==> config.mk <==
export PLATFORM = sky130hd
export DESIGN_NAME = spi_rx_frame_deframer
export DESIGN_NICKNAME = d
export VERILOG_FILES = /design/src/rtl/core/spirxdf_pkg.sv /design/src/rtl/core/spi_rx_frame_deframer.sv
export SDC_FILE = /design/constraint.sdc
export NUM_CORES = 1
export LEC_CHECK = 0
export ABC_AREA = 0
export BUFFER_PORTS_ARGS = -buffer_cell sky130_fd_sc_hd__buf_2
export CORE_MARGIN = 4
export CORE_UTILIZATION = 35
export DETAILED_ROUTE_END_ITERATION = 12
export PLACE_DENSITY = 0.53
export RECOVER_POWER = 50
export SYNTH_ARGS = -nofsm -noshare
export SYNTH_HDL_FRONTEND = slang
export SYNTH_SLANG_ARGS = --single-unit
==> constraint.sdc <==
create_clock -name clk -period 13.9 [get_ports clk]
set_input_delay 4.17 -clock clk [delete_from_list [all_inputs] [get_ports clk]]
set_output_delay 4.17 -clock clk [all_outputs]
set_load 0.03 [all_outputs]
==> src/rtl/core/spirxdf_pkg.sv <==
`timescale 1ns / 1ps
`default_nettype none
// ----------------------------------------------------------------------------
// spirxdf_pkg
// Shared types and constants of the serial-link receive frame deframer.
// ----------------------------------------------------------------------------
package spirxdf_pkg;

  // frame layout
  localparam int HEADER_BYTES  = 12;
  localparam int TRAILER_BYTES = 2;
  localparam logic [7:0] SYNC_BYTE = 8'hAA;

  // field widths
  localparam int BYTE_W  = 8;
  localparam int FLEN_W  = 16;
  localparam int PLEN_W  = 11;
  localparam int FILL_W  = $clog2(HEADER_BYTES);
  localparam int CFG_W   = 16;
  localparam int CADDR_W = 1;

  // configuration register indexes
  localparam logic [CADDR_W-1:0] CFG_MAX_FRAME   = 1'b0;
  localparam logic [CADDR_W-1:0] CFG_MAX_PAYLOAD = 1'b1;

  // receive phase
  typedef enum logic [1:0] {
    PH_HUNT,
    PH_PAYLOAD,
    PH_TRAILER
  } phase_t;

  // one result: payload byte with its marks
  typedef struct packed {
    logic [BYTE_W-1:0] data;
    logic              last;
    logic              empty;
  } res_t;

endpackage : spirxdf_pkg
`default_nettype wire

==> src/rtl/core/spi_rx_frame_deframer.sv <==
`timescale 1ns / 1ps
`default_nettype none
// ----------------------------------------------------------------------------
// spi_rx_frame_deframer
// Hunts for a 12-byte packet header in the received byte stream and passes
// the payload bytes of each valid packet out, marking the final one.
// ----------------------------------------------------------------------------
// Usage:
//   in_*  : one received byte per request (in_tdata = rx_byte).
//   out_* : payload bytes; out_tlast marks the final byte of a packet and
//           out_tuser flags the single result of a zero-length packet
//           (data zero, tlast set).
//   cfg_* : write-only limits, index 0 max frame length, 1 max payload length.
// Throughput is one byte per cycle while in_tready is high. Header check,
// payload delay and trailer skip are all done in one pass from the input
// byte and the state registers; a result goes straight into the output
// register when that is free. A payload byte is released two bytes later
// than it arrives, so the last one can be marked when the second trailer
// byte comes. When the receiver stalls, one more result is held in a skid
// register and in_tready drops only while that register is full.
// Reset (synchronous, rst_n low) restores the default limits, empties the
// header window and the output side; the block hunts for a header again.
// ----------------------------------------------------------------------------
module spi_rx_frame_deframer
  import spirxdf_pkg::*;
(
  input  wire                      clk,
  input  wire                      rst_n,
  // configuration
  input  wire                      cfg_we,
  input  wire [CADDR_W-1:0]        cfg_addr,
  input  wire [CFG_W-1:0]          cfg_wdata,
  // received bytes
  input  wire                      in_tvalid,
  output logic                     in_tready,
  input  wire [BYTE_W-1:0]         in_tdata,   // [7:0] rx_byte
  // payload bytes
  output logic                     out_tvalid,
  input  wire                      out_tready,
  output logic [BYTE_W-1:0]        out_tdata,  // [7:0] payload_byte
  output logic                     out_tlast,
  output logic                     out_tuser   // [0] empty_res
);

  // configuration registers
  logic [FLEN_W-1:0] max_flen_r;
  logic [PLEN_W-1:0] max_plen_r;

  // deframer state
  phase_t              phase_r, phase_nxt;
  logic [BYTE_W-1:0]   win_r   [HEADER_BYTES];
  logic [BYTE_W-1:0]   win_nxt [HEADER_BYTES];
  logic [FILL_W-1:0]   fill_r, fill_nxt;
  logic [PLEN_W-1:0]   rem_r, rem_nxt;
  logic [BYTE_W-1:0]   dly_r   [2];
  logic [BYTE_W-1:0]   dly_nxt [2];
  logic [1:0]          dfill_r, dfill_nxt;

  // output side
  logic out_vld_r, skid_vld_r;
  res_t out_r, skid_r;

  logic in_acc, out_free, hdr_ok;
  logic res_vld;
  res_t res;
  logic [PLEN_W-1:0] hdr_plen;

  assign in_tready = !skid_vld_r;
  assign in_acc    = in_tvalid && in_tready;
  assign out_free  = !out_vld_r || out_tready;

  // configuration writes
  always_ff @(posedge clk) begin
    if (!rst_n) begin
      max_flen_r <= FLEN_W'(3163);
      max_plen_r <= PLEN_W'(1500);
    end else if (cfg_we) begin
      unique case (cfg_addr)
        CFG_MAX_FRAME:   max_flen_r <= cfg_wdata;
        CFG_MAX_PAYLOAD: max_plen_r <= cfg_wdata[PLEN_W-1:0];
        default: ;
      endcase
    end
  end

  // window after shifting in the new byte
  always_comb begin
    for (int i = 0; i < HEADER_BYTES - 1; i++) begin
      win_nxt[i] = win_r[i+1];
    end
    win_nxt[HEADER_BYTES-1] = in_tdata;
  end

  // header check on the shifted window
  assign hdr_plen = {win_nxt[9][PLEN_W-1-8:0], win_nxt[8]};
  assign hdr_ok = (win_nxt[0] == '0) && (win_nxt[1] == '0) &&
                  ({win_nxt[2], win_nxt[3]} <= max_flen_r) &&
                  (win_nxt[4] == SYNC_BYTE) &&
                  ((win_nxt[4] ^ win_nxt[5] ^ win_nxt[6] ^ win_nxt[7]) == '0) &&
                  (win_nxt[10] == '0) && (win_nxt[11] == '0) &&
                  (win_nxt[9][BYTE_W-1:PLEN_W-8] == '0) &&
                  (hdr_plen <= max_plen_r);

  // next state and result for one accepted byte
  always_comb begin
    phase_nxt  = phase_r;
    fill_nxt   = fill_r;
    rem_nxt    = rem_r;
    dly_nxt[0] = dly_r[0];
    dly_nxt[1] = dly_r[1];
    dfill_nxt  = dfill_r;
    res_vld    = 1'b0;
    res.data   = dly_r[0];
    res.last   = 1'b0;
    res.empty  = 1'b0;
    unique case (phase_r)
      PH_PAYLOAD: begin
        // two-byte delay, oldest byte leaves once both are full
        if (dfill_r == 2'd0) begin
          dly_nxt[0] = in_tdata;
          dfill_nxt  = 2'd1;
        end else if (dfill_r == 2'd1) begin
          dly_nxt[1] = in_tdata;
          dfill_nxt  = 2'd2;
        end else begin
          res_vld    = 1'b1;
          dly_nxt[0] = dly_r[1];
          dly_nxt[1] = in_tdata;
        end
        rem_nxt = rem_r - PLEN_W'(1);
        if (rem_r == PLEN_W'(1)) begin
          phase_nxt = PH_TRAILER;
          rem_nxt   = PLEN_W'(TRAILER_BYTES);
        end
      end
      PH_TRAILER: begin
        if (rem_r > PLEN_W'(1)) begin
          // first trailer byte releases the older delayed byte
          rem_nxt = rem_r - PLEN_W'(1);
          if (dfill_r == 2'd2) begin
            res_vld    = 1'b1;
            dly_nxt[0] = dly_r[1];
            dfill_nxt  = 2'd1;
          end
        end else begin
          // second trailer byte closes the packet
          phase_nxt = PH_HUNT;
          rem_nxt   = '0;
          fill_nxt  = '0;
          dfill_nxt = 2'd0;
          res_vld   = 1'b1;
          res.last  = 1'b1;
          if (dfill_r == 2'd0) begin
            res.data  = '0;
            res.empty = 1'b1;
          end
        end
      end
      default: begin
        // hunting: count bytes until the window is full, then check it
        phase_nxt = PH_HUNT;
        if (fill_r != FILL_W'(HEADER_BYTES - 1)) begin
          fill_nxt = fill_r + FILL_W'(1);
        end else if (hdr_ok) begin
          fill_nxt  = '0;
          dfill_nxt = 2'd0;
          if (hdr_plen == '0) begin
            phase_nxt = PH_TRAILER;
            rem_nxt   = PLEN_W'(TRAILER_BYTES);
          end else begin
            phase_nxt = PH_PAYLOAD;
            rem_nxt   = hdr_plen;
          end
        end
      end
    endcase
  end

  // state registers
  always_ff @(posedge clk) begin
    if (!rst_n) begin
      phase_r <= PH_HUNT;
      fill_r  <= '0;
      rem_r   <= '0;
      dfill_r <= 2'd0;
    end else if (in_acc) begin
      phase_r <= phase_nxt;
      fill_r  <= fill_nxt;
      rem_r   <= rem_nxt;
      dfill_r <= dfill_nxt;
    end
  end

  // window and delay line data
  always_ff @(posedge clk) begin
    if (in_acc) begin
      if (phase_r != PH_PAYLOAD && phase_r != PH_TRAILER) begin
        for (int i = 0; i < HEADER_BYTES; i++) begin
          win_r[i] <= win_nxt[i];
        end
      end
      dly_r[0] <= dly_nxt[0];
      dly_r[1] <= dly_nxt[1];
    end
  end

  // output register and skid register control
  always_ff @(posedge clk) begin
    if (!rst_n) begin
      out_vld_r  <= 1'b0;
      skid_vld_r <= 1'b0;
    end else if (out_free) begin
      out_vld_r  <= skid_vld_r || (in_acc && res_vld);
      skid_vld_r <= 1'b0;
    end else if (in_acc && res_vld) begin
      skid_vld_r <= 1'b1;
    end
  end

  // output and skid data
  always_ff @(posedge clk) begin
    if (out_free) begin
      out_r <= skid_vld_r ? skid_r : res;
    end else if (in_acc && res_vld) begin
      skid_r <= res;
    end
  end

  assign out_tvalid = out_vld_r;
  assign out_tdata  = out_r.data;
  assign out_tlast  = out_r.last;
  assign out_tuser  = out_r.empty;

  // checks
  a_skid_implies_out: assert property (@(posedge clk) disable iff (!rst_n)
    skid_vld_r |-> out_vld_r)
    else $error("skid register full while output register empty");

  a_trailer_count: assert property (@(posedge clk) disable iff (!rst_n)
    (phase_r == PH_TRAILER) |-> (rem_r == PLEN_W'(1) || rem_r == PLEN_W'(2)))
    else $error("trailer byte count out of range");

  a_payload_count: assert property (@(posedge clk) disable iff (!rst_n)
    (phase_r == PH_PAYLOAD) |-> (rem_r != '0))
    else $error("payload phase with no bytes left");

  a_empty_result: assert property (@(posedge clk) disable iff (!rst_n)
    (out_vld_r && out_r.empty) |-> (out_r.last && out_r.data == '0))
    else $error("empty packet result without last or with data");

  a_hunt_delay_clear: assert property (@(posedge clk) disable iff (!rst_n)
    (in_acc && phase_r == PH_TRAILER && rem_r == PLEN_W'(1)) |=>
      (phase_r == PH_HUNT && dfill_r == 2'd0 && fill_r == '0))
    else $error("packet end did not restart header hunt");

endmodule : spi_rx_frame_deframer
`default_nettype wire

**Word level (Yosys, flattened, before mapping)**

Memories as Yosys holds them, arrays and structs flattened.
Index checks and enable logic that the tools add are counted.

- Output and inout port bits: 12
- Memory bits (writable): 112
- Bits in read-only memories: 0
- Register bits: 68
- Memories kept: 2
- Latch bits: 0
- Input bits: 30
- Logic and storage cells: 120

- Equal/unequal tests: 14
- Shifts and indexed selects: 0
- Div/mod/pow operators: 0
- Muxes and demuxes: 45
- Order comparisons: 3
- Bitwise logic cells: 7
- $mul: 0
- Add/subtract/negate cells: 2
- Reduce and logical (&&, ||, !) cells: 33

Memories:

| name | words | bits a word | rd ports | clocked after Yosys merged registers in | write ports | line | text |
|---|---|---|---|---|---|---|---|
| win_r | 12 | 8 | 11 | 0 | 12 | spi_rx_frame_deframer.sv:51 | `logic [BYTE_W-1:0] win_r [HEADER_BYTES];` |
| dly_r | 2 | 8 | 2 | 0 | 2 | spi_rx_frame_deframer.sv:55 | `logic [BYTE_W-1:0] dly_r [2];` |

Operators by type and width:

| cell | count |
|---|---|
| $mux W8 | 7 |
| $mux W11 | 5 |
| $logic_not A8 Y1 | 5 |
| $mux W10 | 3 |
| $xor A8 B8 Y8 | 3 |
| $mux W2 | 11 |
| $pmux W11 S2 | 1 |
| $le A16 B16 Y1 | 1 |
| $pmux W8 S2 | 1 |
| $mux W4 | 3 |
| $eq A11 B1 Y1 const B | 1 |
| $gt A11 B1 Y1 const B | 1 |
| $le A11 B11 Y1 | 1 |
| $logic_and A1 B1 Y1 | 11 |
| $logic_not A11 Y1 | 1 |
| $sub A11 B1 Y11 const B | 1 |
| $mux W1 | 10 |
| $eq A8 B8 Y1 const B | 1 |
| $pmux W2 S2 | 2 |
| $pmux W4 S2 | 1 |
| $ne A2 B2 Y1 const B | 3 |
| $ne A3 B3 Y1 const B | 2 |
| $reduce_and A2 Y1 | 3 |
| $reduce_and A3 Y1 | 2 |
| other kinds (16) | 24 |

**Depth between registers and ports, before layout**

- Word-level depth: 12
- Mapped depth: 10

**Worst setup path after synthesis**

OpenSTA, ideal clock, no wires.

- Kind: in2reg
- Start point: input in_tvalid
- End point: memory win_r[1][2] (netlist: win_r[0][10]) (enable)
- Arrival: 7.977 ns
- Stages: 2
- Data required time: 13.364 ns
- Path slack: 5.387 ns
- Path through: nand2_1 nor2_1

RTL lines:

| what | line | text |
|---|---|---|
| from (decl) | spi_rx_frame_deframer.sv:34 | `input wire in_tvalid,` |
| to (decl) | spi_rx_frame_deframer.sv:51 |  |

==> flow_metrics.py <==
metrics = {
    "synthesis": {
        "post_synth_num_cell_types": 60,
        "synthArstFlopShare_pct": 0,
        "synth.net_count": 667,
        "yosysSeqAreaShare_pct": 63.13,
        "synth-compound-area-share_pct": 10.12,
        "post-synth-top-area-cell": "sky130_fd_sc_hd__edfxtp_1",
        "synthDominantCellAreaShare_pct": 50.18,
        "number_of_synthesized_flops_with_an_enable_pin": 124,
        "synth_simple_gate_area_share_pct": 12.44,
        "synth_warnings": 0,
        "post_synth_inst_count": 605,
        "main_combinational_cell_family_by_area_after_synthesis": "simple AND/OR/NAND/NOR gates",
        "yosys.area_share.adder_pct": 5.395,
        "multiplexer_fraction_of_the_synthesized_cell_area_pct": 2.833,
        "synth_ff_type": "sky130_fd_sc_hd__edfxtp_1",
        "synth_xor_xnor_area_share_pct": 2.833,
        "synth_top_cells_by_area": "sky130_fd_sc_hd__edfxtp_1, sky130_fd_sc_hd__dfxtp_1, sky130_fd_sc_hd__ha_1",
        "post_synthesis_cell_area_um2": 7421,
        "synthesis.area_per_instance_um2": 12.27,
        "postSynthRegisterBits": 172,
    },
    "routing": {
        "detailroute.via_count": 4765,
        "avgViaCountPerCell": 5.091,
        "dr_wl_met2_um": 7367,
        "ant_nets": 0,
        "dr_wl_met3_um": 678,
        "wire_per_inst_um": 17.15,
        "dr.pass1.iters": 5,
        "drt-initial-drc-count": 293,
        "dr.max_layer_used": "met4",
        "drc": 0,
        "wirelength_met1_um": 7830,
        "routed_wirelength_um": 16050,
    },
    "place": {
        "gp_congestion": 0.8608,
        "placed_cells": 904,
        "hpwlAfterDp_um": 11450,
        "io_buffers": 41,
    },
    "timing": {
        "achievable-frequency_mhz": 154.4,
        "final_setup_skew_ns": 0.01201,
        "slew_headroom_pct": 0.06122,
        "timing_worst_slew_pin_value_ns": 1.499,
        "timing.final.crit_period_ns": 6.476,
        "fin_tns_setup_ns": 0,
        "final-hold-violation-count": 0,
        "timing.final.max_slew_violations": 0,
        "min_period_over_period_pct": 46.59,
        "hold-worst-slack_ns": 0.4455,
        "final-setup-viol-count": 0,
        "rsz0062_at_grt": "no",
    },
    "floorplanning": {
        "ioPinCount": 42,
        "die_area_um2": 23600,
        "core-area_um2": 20960,
        "rows": 53,
        "initial_core_util_pct": 35.41,
        "die_x_um": 153.6,
        "die_h_um": 153.6,
    },
    "grt": {
        "grt.overflow.total": 0,
        "maximum_number_of_pins_on_one_net_before_global_route_repair": 89,
        "number_of_global_route_vias_before_repair": 4826,
        "global_route.usage.total_pct": 13.91,
        "grt_pass1_wl_um": 25940,
        "initial_antenna_violation_count": 0,
    },
    "clocking": {
        "tritoncts": "built",
        "numClockSinks": 172,
        "ctsLongestPathBuffers": 2,
        "cts_root_buf": "sky130_fd_sc_hd__clkbuf_16",
        "gates_resized_cts_repair": 0,
        "cts_setup_buffers": 0,
        "cts_hold_repair.buffers": 0,
        "numCtsBuffers": 17,
        "clkSlewWorstSetupHoldPaths_ns": 0.07,
        "insertion_delay_ns": 0.42,
        "cts.htree.levels": 4,
    },
    "power": {
        "power.total_mw": 1.174,
        "cellLeakagePower_nw": 3.076,
        "power_frac_seq_pct": 51.1,
        "power.share.switching_pct": 23.94,
        "p_sw_mw": 0.2810,
        "combPwrFrac_pct": 8.0,
        "ir_worst_vdd_mv": 0.06667,
        "internal_power_mw": 0.8929,
        "p_per_area_nw_per_um2": 138.4,
        "power.share.clock_pct": 41.0,
    },
    "final_layout": {
        "fraction_of_final_layout_cells_sized_beyond_drive_strength_1_pct": 13.01,
        "layout-area-overhead-vs-synth_pct": 14.33,
        "final_core_utilization_pct": 40.49,
        "finish.cell_count_without_fillers": 936,
        "fin_nets": 710,
        "antenna_cells_inserted": 0,
    },
    "critical_path": {
        "crit_slowest_cell": "sky130_fd_sc_hd__clkbuf_1",
        "critical_path_arrival_ns": 6.83,
        "timing.critical_path.required_ns": 14.25,
        "critical_path.top_delay_family": "buffers and inverters",
        "critPathLaunchType": "input port",
        "cp-end-kind": "flop",
        "path_cells": "clkbuf_1 -> inv_1 -> buf_4 -> or4_1 -> mux2i_1",
        "critical_path.max_fanout": 31,
        "largest_stage_delay_on_the_critical_path_ns": 1.06,
        "worst-setup-path-type": "in -> reg",
        "cp.buffers_inverters": 3,
    },
    "job": {
        "max_cap_viols": 1,
    },
    "worst_hold_path": {
        "hold_class": "reg -> reg",
    },
    "run_status": {
        "failed_checks": "capacitance limit",
        "run_status": "finished, violations left",
    },
}
==> layer usage <==
metal  up-vias  GRT usage, %
met3         8         4.222
met2        89         21.33
met5         -             0
met4         0         4.079
met1      2336         19.16
li1       2332             -
==> worst paths after layout <==
path | from | end | slack (ns) | depth (start not counted)
min | win_r[0][21]$_DFFE_PP_ | win_r[0][13]$_DFFE_PP_ | 0.45 | 0
min reg2reg | win_r[0][21]$_DFFE_PP_ | win_r[0][13]$_DFFE_PP_ | 0.45 | 0
max reg2reg | rem_r[4]$_SDFFE_PN0P_ | skid_r[2]$_DFFE_PP_ | 11.04 | 5
max | rst_n | fill_r[0]$_SDFFE_PN0P_ | 7.42 | 5
==> cell usage after synthesis (all sizes together), types with 14 or more instances <==
cell    number
o21ai       22
mux2        16
ha          32
nand2       72
nor2        32
clkbuf      17
edfxtp     124
inv         43
dfxtp       48
nor4        15
xnor2       16
nor3        14
a21oi       36
==> flip-flops by register name, summed over array words and instances, names as in the netlist, 2 cells and up <==
name        cells
skid_r         10
max_plen_r     11
out_tdata       8
win_r          88
dfill_r         2
fill_r          4
dly_r          16
phase_r         2
max_flen_r     16
rem_r          11
==> cells in the final DEF (no fill, tap or decap), drive strengths merged, types with 4 or more instances in the layout <==
| master | instances |
|---|---|
| o211ai | 13 |
| nand4 | 11 |
| o31ai | 4 |
| dfxtp | 48 |
| clkinv | 5 |
| xor2 | 8 |
| inv | 46 |
| nor2 | 32 |
| ha | 32 |
| nor4 | 15 |
| clkbuf | 30 |
| buf | 34 |
| edfxtp | 124 |
| nor4b | 6 |
| nand3 | 7 |
| mux2 | 16 |
| a32o | 11 |
| nor3 | 14 |
| a21oi | 36 |
| nor2b | 13 |
| xnor2 | 16 |
| nand2 | 72 |
| o21ai | 22 |
==> layout make-up <==
| class | instances | area [µm²] |
|---|---|---|
| clock buffer | 20 | 456.7 |
| clock inverter | 12 | 135.1 |
| fill | 2013 | 12470 |
| inverter | 43 | 161.4 |
| multi-input combinational | 370 | 2487 |
| sequential | 172 | 4684 |
| tap | 275 | 344.1 |
| timing repair buffer | 44 | 215.2 |
==> power groups by stage <==
stage                     combinational [mW]  sequential [mW]  clock [mW]
after floorplan                       0.0654            0.608           0
after global placement                0.0918            0.610           0
after detailed placement              0.0951            0.611           0
after CTS                             0.0956            0.600       0.491
after global routing                   0.106            0.603       0.515
final                                 0.0937            0.600       0.481
==> per-stage QoR <==
stage,area (µm²),setup WS [ns]
floorplan,7421,5.387
global placement,7920,7.642
detailed placement,7920,7.608
CTS,8512,8.049
global route,8484,7.198
finish,8484,7.424
==> cell families after synthesis <==
group	Yosys count
AND/OR/NAND/NOR	185
AO/OA/AOI/OAI	110
adder cells (fa/ha/maj)	32
multiplexers	19
XOR/XNOR	24
flip-flops	172
buffers and inverters	63
(Power assumes the default switching activity.)
